### config.mk
export PLATFORM = sky130hd
export DESIGN_NAME = rotary_dial_acceleration_flat
export DESIGN_NICKNAME = d
export VERILOG_FILES = /design/src/hw/rtl/rda_pkg.sv /design/src/hw/rtl/rda_if.sv /design/src/hw/rtl/rotary_dial_acceleration.sv /design/src/flat_wrapper.sv
export SDC_FILE = /design/constraint.sdc
export NUM_CORES = 1
export LEC_CHECK = 0
export BUFFER_PORTS_ARGS = -buffer_cell sky130_fd_sc_hd__buf_2
export CORE_MARGIN = 2
export CORE_UTILIZATION = 40
export DETAILED_ROUTE_END_ITERATION = 12
export SKIP_CTS_REPAIR_TIMING = 1
export SLEW_MARGIN = 20
export SYNTH_ARGS = -nofsm -noshare
export SYNTH_HDL_FRONTEND = slang
export SYNTH_SLANG_ARGS = --single-unit
### constraint.sdc
create_clock -name clk -period 6.6 [get_ports clk]
set_input_delay 0.66 -clock clk [delete_from_list [all_inputs] [get_ports clk]]
set_output_delay 0.66 -clock clk [all_outputs]
set_load 0.02 [all_outputs]
### src/hw/rtl/rda_pkg.sv
// rda_pkg: widths, codes and state types for the rotary dial acceleration block
// no dependencies; imported by the interfaces, the top level and the checker

package rda_pkg;

	localparam int TIME_WIDTH  = 32;
	localparam int GUARD_W     = 8;
	localparam int STEP_W      = 30;
	localparam int CNT_W       = 3;
	localparam logic [CNT_W-1:0] COUNT_MAX = 3'd7;
	localparam logic [GUARD_W-1:0] GUARD_RESET = 8'd10;

	// dividend is 2^(4*count), so the quotient needs 4*COUNT_MAX+1 bits
	localparam int QUO_W     = 4 * int'(COUNT_MAX) + 1;
	localparam int DIV_CNT_W = $clog2(QUO_W);

	typedef enum logic [1:0] {
		DIR_NONE = 2'd0,
		DIR_CW   = 2'd1,
		DIR_CCW  = 2'd2
	} dir_t;

	typedef enum logic [2:0] {
		ST_IDLE,
		ST_EVAL,
		ST_DIV,
		ST_FIN,
		ST_OUT
	} state_t;

endpackage

### src/hw/rtl/rda_if.sv
// rda_if: valid/ready channel interfaces for detent beats, step beats and config writes
// depends on rda_pkg for field widths

interface rda_in_if import rda_pkg::*; ();
	logic                  valid;
	logic                  ready;
	logic                  direction;
	logic [TIME_WIDTH-1:0] event_time;

	modport source  (output valid, direction, event_time, input ready);
	modport sink    (input valid, direction, event_time, output ready);
	modport monitor (input valid, ready, direction, event_time);
endinterface

interface rda_out_if import rda_pkg::*; ();
	logic                     valid;
	logic                     ready;
	logic signed [STEP_W-1:0] step;

	modport source  (output valid, step, input ready);
	modport sink    (input valid, step, output ready);
	modport monitor (input valid, ready, step);
endinterface

interface rda_cfg_if import rda_pkg::*; ();
	logic               valid;
	logic               ready;
	logic [GUARD_W-1:0] data;

	modport source  (output valid, data, input ready);
	modport sink    (input valid, data, output ready);
	modport monitor (input valid, ready, data);
endinterface

### src/hw/rtl/rotary_dial_acceleration.sv
// rotary_dial_acceleration: turns encoder detent beats into signed accelerated steps
// depends on rda_pkg and the channel interfaces in rda_if.sv
//
// usage
//   detent : input channel, one beat per encoder detent (direction, event_time)
//   result : output channel, one step beat for every detent beat
//   cfg    : write channel for reverse_guard_ticks, always ready, write only while idle
// timing
//   one detent is in flight at a time; detent.ready is high only in the idle state
//   rejected, counted or lone detents: the step is set in the eval state and shown
//   in the out state
//   accelerated detents run a restoring divider, one quotient bit per cycle for
//   all QUO_W (29) quotient bits, then the fin state sets the step for the out state
//   the divider's single subtract/compare is shared by every quotient bit
// reset
//   arst_n clears the guard to 10, the last direction to none, count and last time to 0
// stall
//   the step waits in its output register until result.ready; no new detent is
//   taken until then

module rotary_dial_acceleration import rda_pkg::*; (
	input logic      clk,
	input logic      arst_n,
	rda_in_if.sink   detent,
	rda_out_if.source result,
	rda_cfg_if.sink  cfg
);

	state_t state_q, state_nxt;

	// configuration and tracking state
	logic [GUARD_W-1:0]    guard_q;
	dir_t                  last_dir_q;
	logic [CNT_W-1:0]      cnt_q;
	logic [TIME_WIDTH-1:0] last_time_q;

	// captured detent
	logic                  ccw_q;
	logic [TIME_WIDTH-1:0] now_q;

	// divider registers
	logic [TIME_WIDTH-1:0] rem_q;
	logic [TIME_WIDTH-1:0] dvs_q;
	logic [QUO_W-1:0]      dvd_q;
	logic [QUO_W-1:0]      quo_q;
	logic [DIV_CNT_W-1:0]  iter_q;

	logic signed [STEP_W-1:0] step_q;

	// decision logic, evaluated on the captured detent
	dir_t                  dir_code;
	logic [TIME_WIDTH-1:0] guard_sum;
	logic [TIME_WIDTH-1:0] gap_sum;
	logic                  rev_ok;
	logic                  same_time;
	logic                  lone;
	logic [CNT_W-1:0]      cnt_inc;
	logic [TIME_WIDTH-1:0] elapsed;
	logic [STEP_W-1:0]     unit;

	// shared divider step
	logic [TIME_WIDTH:0]   trial;
	logic [TIME_WIDTH:0]   diff;
	logic                  ge;
	logic                  div_last;

	// final step from quotient
	logic [STEP_W-1:0]     mag;

	localparam logic [DIV_CNT_W-1:0] ITER_LAST = DIV_CNT_W'(QUO_W - 1);

	assign dir_code  = ccw_q ? DIR_CCW : DIR_CW;
	// all tick sums wrap at the time width
	assign guard_sum = last_time_q + TIME_WIDTH'(guard_q);
	assign gap_sum   = last_time_q + TIME_WIDTH'(2);
	assign rev_ok    = guard_sum < now_q;
	assign same_time = last_time_q == now_q;
	assign lone      = (gap_sum <= now_q) && (cnt_q == CNT_W'(1));
	assign cnt_inc   = (cnt_q == COUNT_MAX) ? cnt_q : cnt_q + CNT_W'(1);
	assign elapsed   = now_q - last_time_q;
	assign unit      = ccw_q ? {STEP_W{1'b1}} : STEP_W'(1);

	// restoring division: bring in the next dividend bit, subtract if it fits
	assign trial    = {rem_q, dvd_q[QUO_W-1]};
	assign diff     = trial - {1'b0, dvs_q};
	assign ge       = trial >= {1'b0, dvs_q};
	assign div_last = iter_q == ITER_LAST;

	assign mag = STEP_W'(quo_q);

	assign cfg.ready = 1'b1;

	// state register
	always_ff @(posedge clk or negedge arst_n) begin
		if (!arst_n) begin
			state_q <= ST_IDLE;
		end else begin
			state_q <= state_nxt;
		end
	end

	// next state and handshake outputs
	always_comb begin
		state_nxt    = state_q;
		detent.ready = 1'b0;
		result.valid = 1'b0;
		unique case (state_q)
			ST_IDLE: begin
				detent.ready = 1'b1;
				if (detent.valid) begin
					state_nxt = ST_EVAL;
				end
			end
			ST_EVAL: begin
				// only a detent in the same direction at a different tick, not lone, divides
				if ((last_dir_q == dir_code) && !same_time && !lone) begin
					state_nxt = ST_DIV;
				end else begin
					state_nxt = ST_OUT;
				end
			end
			ST_DIV: begin
				if (div_last) begin
					state_nxt = ST_FIN;
				end
			end
			ST_FIN: begin
				state_nxt = ST_OUT;
			end
			ST_OUT: begin
				result.valid = 1'b1;
				if (result.ready) begin
					state_nxt = ST_IDLE;
				end
			end
			default: begin
				state_nxt = ST_IDLE;
			end
		endcase
	end

	// guard register, written from the config channel
	always_ff @(posedge clk or negedge arst_n) begin
		if (!arst_n) begin
			guard_q <= GUARD_RESET;
		end else if (cfg.valid && cfg.ready) begin
			guard_q <= cfg.data;
		end
	end

	// tracking state, updated once per detent in the eval cycle
	always_ff @(posedge clk or negedge arst_n) begin
		if (!arst_n) begin
			last_dir_q  <= DIR_NONE;
			cnt_q       <= '0;
			last_time_q <= '0;
		end else if (state_q == ST_EVAL) begin
			if (last_dir_q != dir_code) begin
				// reversal or first detent, accepted only past the guard
				if (rev_ok) begin
					last_dir_q  <= dir_code;
					cnt_q       <= CNT_W'(1);
					last_time_q <= now_q;
				end
			end else if (same_time) begin
				cnt_q <= cnt_inc;
			end else if (!lone) begin
				cnt_q       <= CNT_W'(1);
				last_time_q <= now_q;
			end
		end
	end

	// capture, divider and output payload
	always_ff @(posedge clk) begin
		unique case (state_q)
			ST_IDLE: begin
				if (detent.valid) begin
					ccw_q <= detent.direction;
					now_q <= detent.event_time;
				end
			end
			ST_EVAL: begin
				if (last_dir_q != dir_code) begin
					step_q <= rev_ok ? unit : '0;
				end else if (same_time) begin
					step_q <= '0;
				end else if (lone) begin
					step_q <= unit;
				end else begin
					// divide 2^(4*incremented count) by the elapsed ticks, never zero here
					rem_q  <= '0;
					dvs_q  <= elapsed;
					dvd_q  <= QUO_W'(1) << {cnt_inc, 2'b00};
					quo_q  <= '0;
					iter_q <= '0;
				end
			end
			ST_DIV: begin
				rem_q  <= ge ? diff[TIME_WIDTH-1:0] : trial[TIME_WIDTH-1:0];
				quo_q  <= {quo_q[QUO_W-2:0], ge};
				dvd_q  <= {dvd_q[QUO_W-2:0], 1'b0};
				iter_q <= iter_q + DIV_CNT_W'(1);
			end
			ST_FIN: begin
				// a zero quotient still moves one unit
				if (quo_q == '0) begin
					step_q <= unit;
				end else if (ccw_q) begin
					step_q <= ~mag + STEP_W'(1);
				end else begin
					step_q <= mag;
				end
			end
			ST_OUT: begin
				step_q <= step_q;
			end
			default: begin
				step_q <= step_q;
			end
		endcase
	end

	assign result.step = step_q;

endmodule

### src/flat_wrapper.sv
// flat-port wrapper written by rule: the top's interface ports become plain ports
module rotary_dial_acceleration_flat import rda_pkg::*;
  (clk, arst_n, detent_valid, detent_direction, detent_event_time, detent_ready, result_valid, result_step, result_ready, cfg_valid, cfg_data, cfg_ready);
  rda_in_if detent_i ();
  rda_out_if result_i ();
  rda_cfg_if cfg_i ();
  input logic clk;
  input logic arst_n;
  input wire logic [$bits(detent_i.valid)-1:0] detent_valid;
  input wire logic [$bits(detent_i.direction)-1:0] detent_direction;
  input wire logic [$bits(detent_i.event_time)-1:0] detent_event_time;
  output wire logic [$bits(detent_i.ready)-1:0] detent_ready;
  output wire logic [$bits(result_i.valid)-1:0] result_valid;
  output wire logic [$bits(result_i.step)-1:0] result_step;
  input wire logic [$bits(result_i.ready)-1:0] result_ready;
  input wire logic [$bits(cfg_i.valid)-1:0] cfg_valid;
  input wire logic [$bits(cfg_i.data)-1:0] cfg_data;
  output wire logic [$bits(cfg_i.ready)-1:0] cfg_ready;
  assign detent_i.valid = detent_valid;
  assign detent_i.direction = detent_direction;
  assign detent_i.event_time = detent_event_time;
  assign detent_ready = detent_i.ready;
  assign result_valid = result_i.valid;
  assign result_step = result_i.step;
  assign result_i.ready = result_ready;
  assign cfg_i.valid = cfg_valid;
  assign cfg_i.data = cfg_data;
  assign cfg_ready = cfg_i.ready;
  rotary_dial_acceleration u_core (.clk(clk), .arst_n(arst_n), .detent(detent_i), .result(result_i), .cfg(cfg_i));
endmodule
==> results of run 1 <==
metrics by stage:
stage	std cells	cell area (sq um)	setup WS, ns	util
detailed placement	2203	17100	1.04	0.431
CTS	2250	18000	1.02	0.455
finish	2250	18000	0.965	0.455
floorplan	1639	16100	0.747	-
global route	2250	18000	0.558	0.455
global placement	2203	17100	1.20	0.431
cells in the mapped netlist (all sizes together) (19+ instances only):
library cell	n
a21o	70
dfrtp	46
nor2	141
mux2i	44
xnor2	88
nand2	94
nand4	32
a21oi	111
inv	133
xor2	24
and2	55
edfxtp	190
nor2b	19
clkbuf	43
o21ai	96
nand3	53
nor3	35
ha	141
layer usage:
layer / routed length [um] / part of all wire / track usage
met1: 18100 / 0.48 / 0.254
met2: 16700 / 0.45 / 0.296
met3: 1690 / 0.045 / 0.0222
met4: 863 / 0.023 / 0.0471
met5: 0 / 0 / 0
cell type report:
type	instances	area (sq um)	area share
clock inverters	13	243	0.0135
multi-input cells	1213	8470	0.470
flip-flops and latches	238	6910	0.383
repair buffers	92	523	0.0290
well taps	525	657	0.0364
clock buffers	34	722	0.0400
inverters	135	507	0.0281
registers in the layout, indices dropped and copies added (netlist names):
signal              count
u_core.guard_q          8
u_core.now_q           32
u_core.cnt_q            3
u_core.iter_q           5
u_core.dvs_q           32
u_core.quo_q           29
u_core.last_dir_q       2
u_core.rem_q           32
u_core.ccw_q            1
u_core.last_time_q     32
u_core.dvd_q           29
u_core.result.step     30
u_core.state_q          3
cells in the final DEF (no fill, tap or decap), types with 5 or more instances in the layout:
| master | n |
|---|---|
| a21oi_1 | 110 |
| a31oi_1 | 11 |
| ha_1 | 141 |
| o21ai_1 | 18 |
| o21bai_1 | 6 |
| a211oi_1 | 13 |
| nor3_1 | 32 |
| dfrtp_1 | 46 |
| nor2b_1 | 19 |
| mux2i_1 | 44 |
| clkinv_1 | 5 |
| xor2_1 | 24 |
| nor4_1 | 16 |
| nor2_1 | 138 |
| nand2b_1 | 16 |
| buf_2 | 77 |
| or2_2 | 7 |
| o31ai_1 | 10 |
| and3_1 | 12 |
| mux2_2 | 10 |
| or3_1 | 5 |
| o21ai_0 | 78 |
| buf_4 | 13 |
| and2_1 | 54 |
| o31a_1 | 6 |
| nand4_1 | 32 |
| edfxtp_1 | 190 |
| nand3_1 | 53 |
| a22oi_1 | 8 |
| a21o_1 | 70 |
| nand2_1 | 94 |
| o221ai_1 | 6 |
| bufinv_16 | 7 |
| clkbuf_1 | 5 |
| xnor2_1 | 88 |
| o211ai_1 | 8 |
| clkbuf_16 | 27 |
| o21a_1 | 10 |
| inv_1 | 133 |
critical path, delay by kind of cell, from the launching register on:
family          cells  cell delay [ns]
simple gates        4             0.68
mux                 1             0.22
flops               1             0.47
xor+xnor            1             0.13
compound gates     12             2.91
buf+inv             2             0.45
fa+ha+maj           2             0.67
cells by family after synthesis:
| logic type | after synthesis | share of synthesized area |
|---|---|---|
| flops | 238 | 0.430 |
| xor+xnor | 112 | 0.0611 |
| other cells | 1 | 0.000233 |
| mux | 54 | 0.0344 |
| simple gates | 508 | 0.159 |
| compound gates | 394 | 0.157 |
| buf+inv | 188 | 0.0450 |
| fa+ha+maj | 144 | 0.114 |
worst paths after layout:
| path | startpoint | endpoint | slack (ns) | depth (start not counted) |
|---|---|---|---|---|
| setup reg to reg | u_core.last_time_q[1] | u_core.last_time_q[1] | 0.96 | 22 |
| hold reg to reg | u_core.guard_q[2] | u_core.guard_q[2] | 0.52 | 1 |
| min in group clk | detent_event_time[0] | u_core.now_q[0] | 0.28 | 1 |
| max in group asynchronous | arst_n | u_core.cnt_q[0] | 5.91 | 2 |
| hold / removal | arst_n | u_core.last_time_q[0] | 0.23 | 2 |
| setup / recovery | u_core.last_time_q[1] | u_core.last_time_q[1] | 0.96 | 22 |
power breakdown:
group	leakage [nW]	internal [mW]	switching, mW
registers	2.34	2.36	0.385
clock network	0.465	1.04	0.606
logic	4.64	1.84	2.66
==> run metrics, run 1 <==
synthesized area per cell about 9.8 sq um; # IOs 79; crit start category register; Most used DFF post-synth edfxtp_1; crit-path cells inv_1, fa_1, nor2b_1, o21ai_0, a21boi_0, o21ai_0, a21boi_0, o21a_1, o21ai_1, nor4_1, xnor2_1, ha_1, a21oi_1, nor2b_1, o21ai_0, nand2b_1, a211oi_1, o211ai_1, a311o_1, o22ai_4, buf_12, mux2i_1; CP arrival a little over 6 ns; HPWL Detailed 28.2 mm; DR WL/cell 16.6 um; Area Overhead vs Synth 12.3%; Std-Cell Rows 73; Post-synth EDFFs 190; Peak VDD IR 0.249 mV; RSZ-0062 raised after global routing false; slowest CP cell o22ai_4; Worst-path clk slew 0.06 ns; synthesized flop and latch total 238; routability congestion estimate 0.933; yosys warns 0; Antenna Nets Post-Route 0; CTS root buf clkbuf_16; Yosys cell types between 70 and 80; Ant. Diodes 0; Vias roughly 12,000; Core Region 0.0396 sq mm; Die Area between 0.04 and 0.05 sq mm; CP Capture Type register; max-cap violation count 0; # port buffers 77; Tightest Pin Transition 1.02 ns; Post-Syn Area 0.0161 sq mm; clock buffer count from CTS 27; CTS tree yes; drt first-iter violations 732; largest net degree at the start of global routing 72; chip height 204 um; CTS Sinks 238; critical path's largest stage delay 0.56 ns; x dimension of the die between 200 and 250 um; Mapped Cells 1,639; final setup skew 0.0159 ns; H-tree levels 1; gr ovfl total 0; initial antenna violation count 0; Cell Pwr Density slightly below 500 mW/mm^2; period utilization 0.854; Hold Vio Cnt, Final 0; total track usage 0.181; worst-skew pair later-pin latency 0.55 ns; DRC violations left 0; Slew headroom 0.313; final slew viol count 0; Setup TNS 0 ns; Layout Nets 1,897; Vias/cell roughly 5.4; Max Fclk 0.177 GHz; Critical Path RT a little over 7 ns; kind of critical path register to register; Pleak about 7.4 nW; Fin Hold WS 0.233 ns; status finished, final reports clean; most used cell along the critical path o21ai_0; initial core utilization 0.405; layout cell share with drive strength beyond 1 0.102; final setup violation count 0; Mapped Nets 1,829; DRT Pass-1 Iters 5; CP max FO 20; Pwr Total 8.89 mW; minimum clock period about 5.6 ns; first-pass GRT wire length 61.3 mm; post-synth top area cell edfxtp_1; asr flop ratio synth 0.202; top cells by area, synth edfxtp_1 36%, ha_1 11%, dfrtp_1 7.2%, xnor2_1 4.8%, a21oi_1 3.4%; vias in the first global route 11,800; Worst Hold Class input pin to asynchronous set/reset pin; Filler Cell Count 3,807; Routed WL 37.3 mm; sequential fraction of the synthesis area 0.430; maximum clock insertion buffer count 3; Synth top area share 0.355
Power figures use the tool's default switching activity.
==> run 2: changes to the inputs <==
Settings changed: CORE_MARGIN 2 to 8.
Clock period 6.6 ns to 6.85 ns, I/O delays scaled along.
==> run 2 against run 1 <==
Maximum frequency up 0.68%. Non-clock buffer count down 4. Sequential power down 4%. Final area up 0.29%. Core utilization up 0.13 points. Global-route usage down 2.3 points. Critical path depth unchanged. Critical path type unchanged. Sequential cell count unchanged. Worst hold slack better by 0.011 ns. Setup slack better by 0.29 ns.
==> run metrics, run 2 (synthesized netlist as in run 1, its figures left out) <==
worst-skew pair later-pin latency 0.57 ns; CP arrival 6.07 ns; worst r2r src u_core.last_time_q[0]; CTS Sinks 238; total track usage 0.158; Layout Nets 1,896; Critical Path RT between 7 and 8 ns; sw frac 0.413; chip height 216 um; status finished, final reports clean; Tightest Pin Transition 1.12 ns; Area Overhead vs Synth 12.6%; Worst Hold Class input pin to asynchronous set/reset pin; DRT Pass-1 Iters 5; x dimension of the die 216 um; internal power 5.09 mW; most frequent cells in the layout 190 x edfxtp_1, 141 x ha_1, 138 x nor2_1; layout cell share with drive strength beyond 1 0.105; maximum clock insertion buffer count 3; # port buffers 77; Worst-path clk slew around 0.050 ns; minimum clock period 5.60 ns; crit start category register; initial antenna violation count 0; Slew headroom 0.244; DR WL/cell 16.9 um; largest net degree at the start of global routing 96; drt first-iter violations 705; Std-Cell Rows 73; DRC violations left 0; setup slack, reg-to-reg 1.25 ns; Comb power frac 0.503; CTS tree yes; routability congestion estimate 0.942; r2r worst-path depth 22; CTS root buf clkbuf_16; Core Region 0.0396 sq mm; period utilization 0.817; Vias 12,200; Inst Count DP 2,199; final setup violation count 0; vias in the first global route 11,800; # IOs 79; switching pwr 3.58 mW; first-pass GRT wire length 61.8 mm; RSZ-0062 raised after global routing false; final slew viol count 0; Hold Vio Cnt, Final 0; gr ovfl total 0; final design utilization 0.456; Seq pwr share 0.305; Vias/cell 5.40; Pleak 7.47 nW; max-cap violation count 0; Ant. Diodes 0; Layout Cells excl Fill 2,254; post-detailed-placement cell area roughly 0.017 sq mm; Routed WL roughly 38 mm; Setup TNS 0 ns; Max Fclk 0.179 GHz; Cell Pwr Density 479 mW/mm^2; Die Area 0.0468 sq mm; Clk pwr share 0.192; H-tree levels 1; Final Instance Area approximately 0.018 sq mm; commonest non-fill, non-tap cell in the layout edfxtp_1; RR Endpoint u_core.last_time_q[0]; Peak VDD IR 0.227 mV; CP max FO 21; CP Capture Type register; initial core utilization 0.405; final setup skew around 0.025 ns; Antenna Nets Post-Route 0; Filler Cell Count about 3,800; kind of critical path register to register; HPWL Detailed 28.5 mm; clock buffer count from CTS 30
==> run 2: area by class of cell <==
class / instances / area (sq um) / share of cell area
Tap cell: 525 / 657 / 0.0363
Sequential cell: 238 / 6910 / 0.382
Multi-Input combinational cell: 1213 / 8470 / 0.469
Clock buffer: 34 / 776 / 0.0429
Clock inverter: 21 / 270 / 0.0149
Timing Repair Buffer: 88 / 493 / 0.0273
Inverter: 135 / 507 / 0.0280
==> run 2: how the worst max path moves through the flow <==
stage	start	endpoint	slack, ns	depth (start not counted)
6_report	u_core.last_time_q[0]	u_core.last_time_q[0]	1.25	22
5_1_grt	u_core.last_time_q[1]	u_core.last_time_q[3]	0.84	22
4_1_cts	u_core.last_time_q[1]	u_core.last_time_q[3]	1.27	21
3_5_place_dp	u_core.last_time_q[1]	u_core.last_time_q[3]	1.33	21
3_3_place_gp	u_core.last_time_q[1]	u_core.result.step[4]	1.43	16
2_1_floorplan	u_core.last_time_q[1]	u_core.result.step[0]	1.0	15
==> run 2: per-layer routing <==
metal,vias up,part of all wire,GRT usage
met3,49,0.043,0.0217
met2,282,0.44,0.253
met4,0,0.027,0.0485
met1,5766,0.49,0.220
li1,6078,-,-
met5,-,0,0
==> run 2: metrics by stage <==
step	total power [mW]	hold slack, ns	worst slack (ns)
final	8.66	0.243	1.25
after global routing	9.36	0.256	0.843
after CTS	8.70	0.251	1.27
after detailed placement	6.99	0.502	1.33
after global placement	6.90	0.499	1.43
after floorplan	5.90	0.389	0.997
==> run 2: power by group through the flow <==
| stage | clock network (mW) | registers (mW) | logic (mW) |
|---|---|---|---|
| 5_1_grt | 1.76 | 2.70 | 4.90 |
| 6_report | 1.66 | 2.64 | 4.36 |
| 4_1_cts | 1.71 | 2.64 | 4.36 |
| 3_5_place_dp | 0 | 2.66 | 4.33 |
| 2_1_floorplan | 0 | 2.63 | 3.27 |
| 3_3_place_gp | 0 | 2.66 | 4.24 |
==> run 2: worst max-delay path: stages, from the launching register on <==
cell and delay [ns]:
dfrtp_1 0.41, ha_1 0.23, inv_1 0.07, fa_1 0.20, nor2b_1 0.05, o21ai_0 0.20, a21boi_0 0.16, o21ai_0 0.21
a21boi_0 0.15, o21a_1 0.21, o21ai_1 0.74, nor3_1 0.13, xnor2_1 0.17, ha_1 0.29, nor2b_1 0.13, o21ai_0 0.15
nand2b_1 0.10, a211oi_1 0.22, o211ai_1 0.23, a311o_1 0.39, o22ai_4 0.52, buf_12 0.28, mux2i_1 0.22
==> run 3: changes to the inputs <==
Clock period 6.85 ns to 5.8 ns, I/O delays scaled along.
==> run 3 against run 2 <==
Power is 18% higher. Worst hold slack worse by 0.10 ns. Non-clock buffer count grew 9. Clock-buffer cell count down 2. Via count fell by 0.63%. Final cell count increased by 0.35%. Register-to-register slack worse by 0.64 ns. Clock power grew 15%. Critical path depth unchanged. Die area unchanged. Critical endpoint is now u_core.last_time_q[31]. Largest power group unchanged.
==> run metrics, run 3 (synthesized netlist as in run 1, its figures left out) <==
status finished, final reports clean; slowest CP cell fa_1; gr ovfl total 0; DRT Pass-1 Iters 4; clock buffer count from CTS 29; final slew viol count 0; Layout Cells excl Fill 2,262; Core Region 0.0396 sq mm; HPWL Detailed 29.0 mm; Final Instance Area 0.0181 sq mm; Hold Vio Cnt, Final 0; final setup skew 0.0162 ns; crit-path cells inv_1, fa_1, nor2b_1, o21ai_0, a21boi_0, o21ai_0, a21boi_0, o21a_1, o21ai_2, nor4_1, xnor2_1, ha_1, a21oi_1, nor2b_1, o21ai_0, nand2b_1, a211oi_1, o211ai_1, a311o_1, o22ai_4, buf_4, mux2_2; CTS root buf clkbuf_16; total track usage 0.161; multi-input logic area 0.00848 sq mm; Vias/cell roughly 5.3; crit start category register; RSZ-0062 raised after global routing false; CP max FO 14; CP Capture Type register; most frequent cells in the layout 190 x edfxtp_1, 141 x ha_1, 138 x nor2_1; # IOs 79; largest net degree at the start of global routing 66; initial core utilization 0.405; Die Area 0.0468 sq mm; Antenna Nets Post-Route 0; Slew headroom 0.301; final setup violation count 0; FF+latch area 0.00691 sq mm; initial antenna violation count 0; Worst-path clk slew around 0.06 ns; Critical Path RT around 6.2 ns; layout cell share with drive strength beyond 1 0.108; chip height 216 um; period utilization 0.895; Inst Count DP 2,208; CTS tree yes; worst r2r src u_core.last_time_q[1]; maximum clock insertion buffer count 3; Tightest Pin Transition 1.04 ns; commonest non-fill, non-tap cell in the layout edfxtp_1; Worst Hold Class input pin to asynchronous set/reset pin; Std-Cell Rows 73; Setup TNS 0 ns; Area Overhead vs Synth 12.8%; drt first-iter violations 770; # port buffers 77; Pleak roughly 7.5 nW; vias in the first global route 12,100; final design utilization 0.457; setup slack, reg-to-reg 0.61 ns; first-pass GRT wire length 62.8 mm; Vias 12,100; DR WL/cell 16.9 um; critical path's largest stage delay approximately 0.48 ns; Peak VDD IR 0.279 mV; Pwr Total 10.2 mW; Ant. Diodes 0; CTS Sinks 238; Layout Nets 1,904; max-cap violation count 0; Routed WL 38.2 mm; minimum clock period 5.19 ns; H-tree levels 1; CP arrival 5.63 ns; kind of critical path register to register; r2r worst-path depth 22; DRC violations left 0; routability congestion estimate 0.939; most used cell along the critical path o21ai_0; worst-skew pair later-pin latency roughly 0.56 ns; Filler Cell Count 3,841; x dimension of the die 216 um; RR Endpoint u_core.last_time_q[31]; Max Fclk 0.193 GHz; post-detailed-placement cell area 0.0171 sq mm; Cell Pwr Density between 500 and 600 mW/mm^2
[run 3: how the worst max path moves through the flow]
stage | startpoint | endpoint | slack, ns
finish | u_core.last_time_q[1] | u_core.last_time_q[31] | 0.61
global route | u_core.last_time_q[1] | u_core.last_time_q[31] | 0.14
CTS | u_core.last_time_q[1] | u_core.last_time_q[31] | 0.42
detailed placement | u_core.last_time_q[1] | u_core.last_time_q[31] | 0.43
global placement | u_core.last_time_q[1] | u_core.last_time_q[31] | 0.55
floorplan | u_core.last_time_q[1] | u_core.dvd_q[0] | 0.005
[run 3: where the power goes]
group / total (mW) / switching [mW] / internal, mW
logic: 5.15 / 3.04 / 2.11
registers: 3.12 / 0.438 / 2.69
clock network: 1.91 / 0.735 / 1.18
total: 10.2 / 4.22 / 5.97
[run 3: per-stage QoR]
step	hold slack [ns]	setup WS [ns]
4_1_cts	0.150	0.418
6_report	0.144	0.611
2_1_floorplan	0.284	0.00484
3_5_place_dp	0.503	0.433
5_1_grt	0.162	0.143
3_3_place_gp	0.499	0.555
[run 3: final cells by class]
cell class                 instances  area share
clock buffer                      32      0.0407
clock inverter                    22      0.0147
inverter                         135      0.0280
multi-input combinational       1213       0.468
sequential                       238       0.381
tap                              525      0.0363
timing repair buffer              97      0.0309
[run 3: critical path, delay by kind of cell, from the launching register on]
family / cells / cell delay, ns
adders and majority gates: 2 / 0.67
muxes: 1 / 0.37
AOI/OAI and AO/OA: 12 / 2.44
and+or+nand+nor: 4 / 0.57
buffers and inverters: 2 / 0.45
DFF: 1 / 0.44
xor gates and xnor gates: 1 / 0.11
[run 3: routing by layer]
metal / up-vias / track usage / share of wire
met5: - / 0 / 0
met4: 0 / 0.0437 / 0.024
met3: 48 / 0.0252 / 0.047
met2: 222 / 0.265 / 0.45
met1: 5732 / 0.217 / 0.48
li1: 6096 / - / -
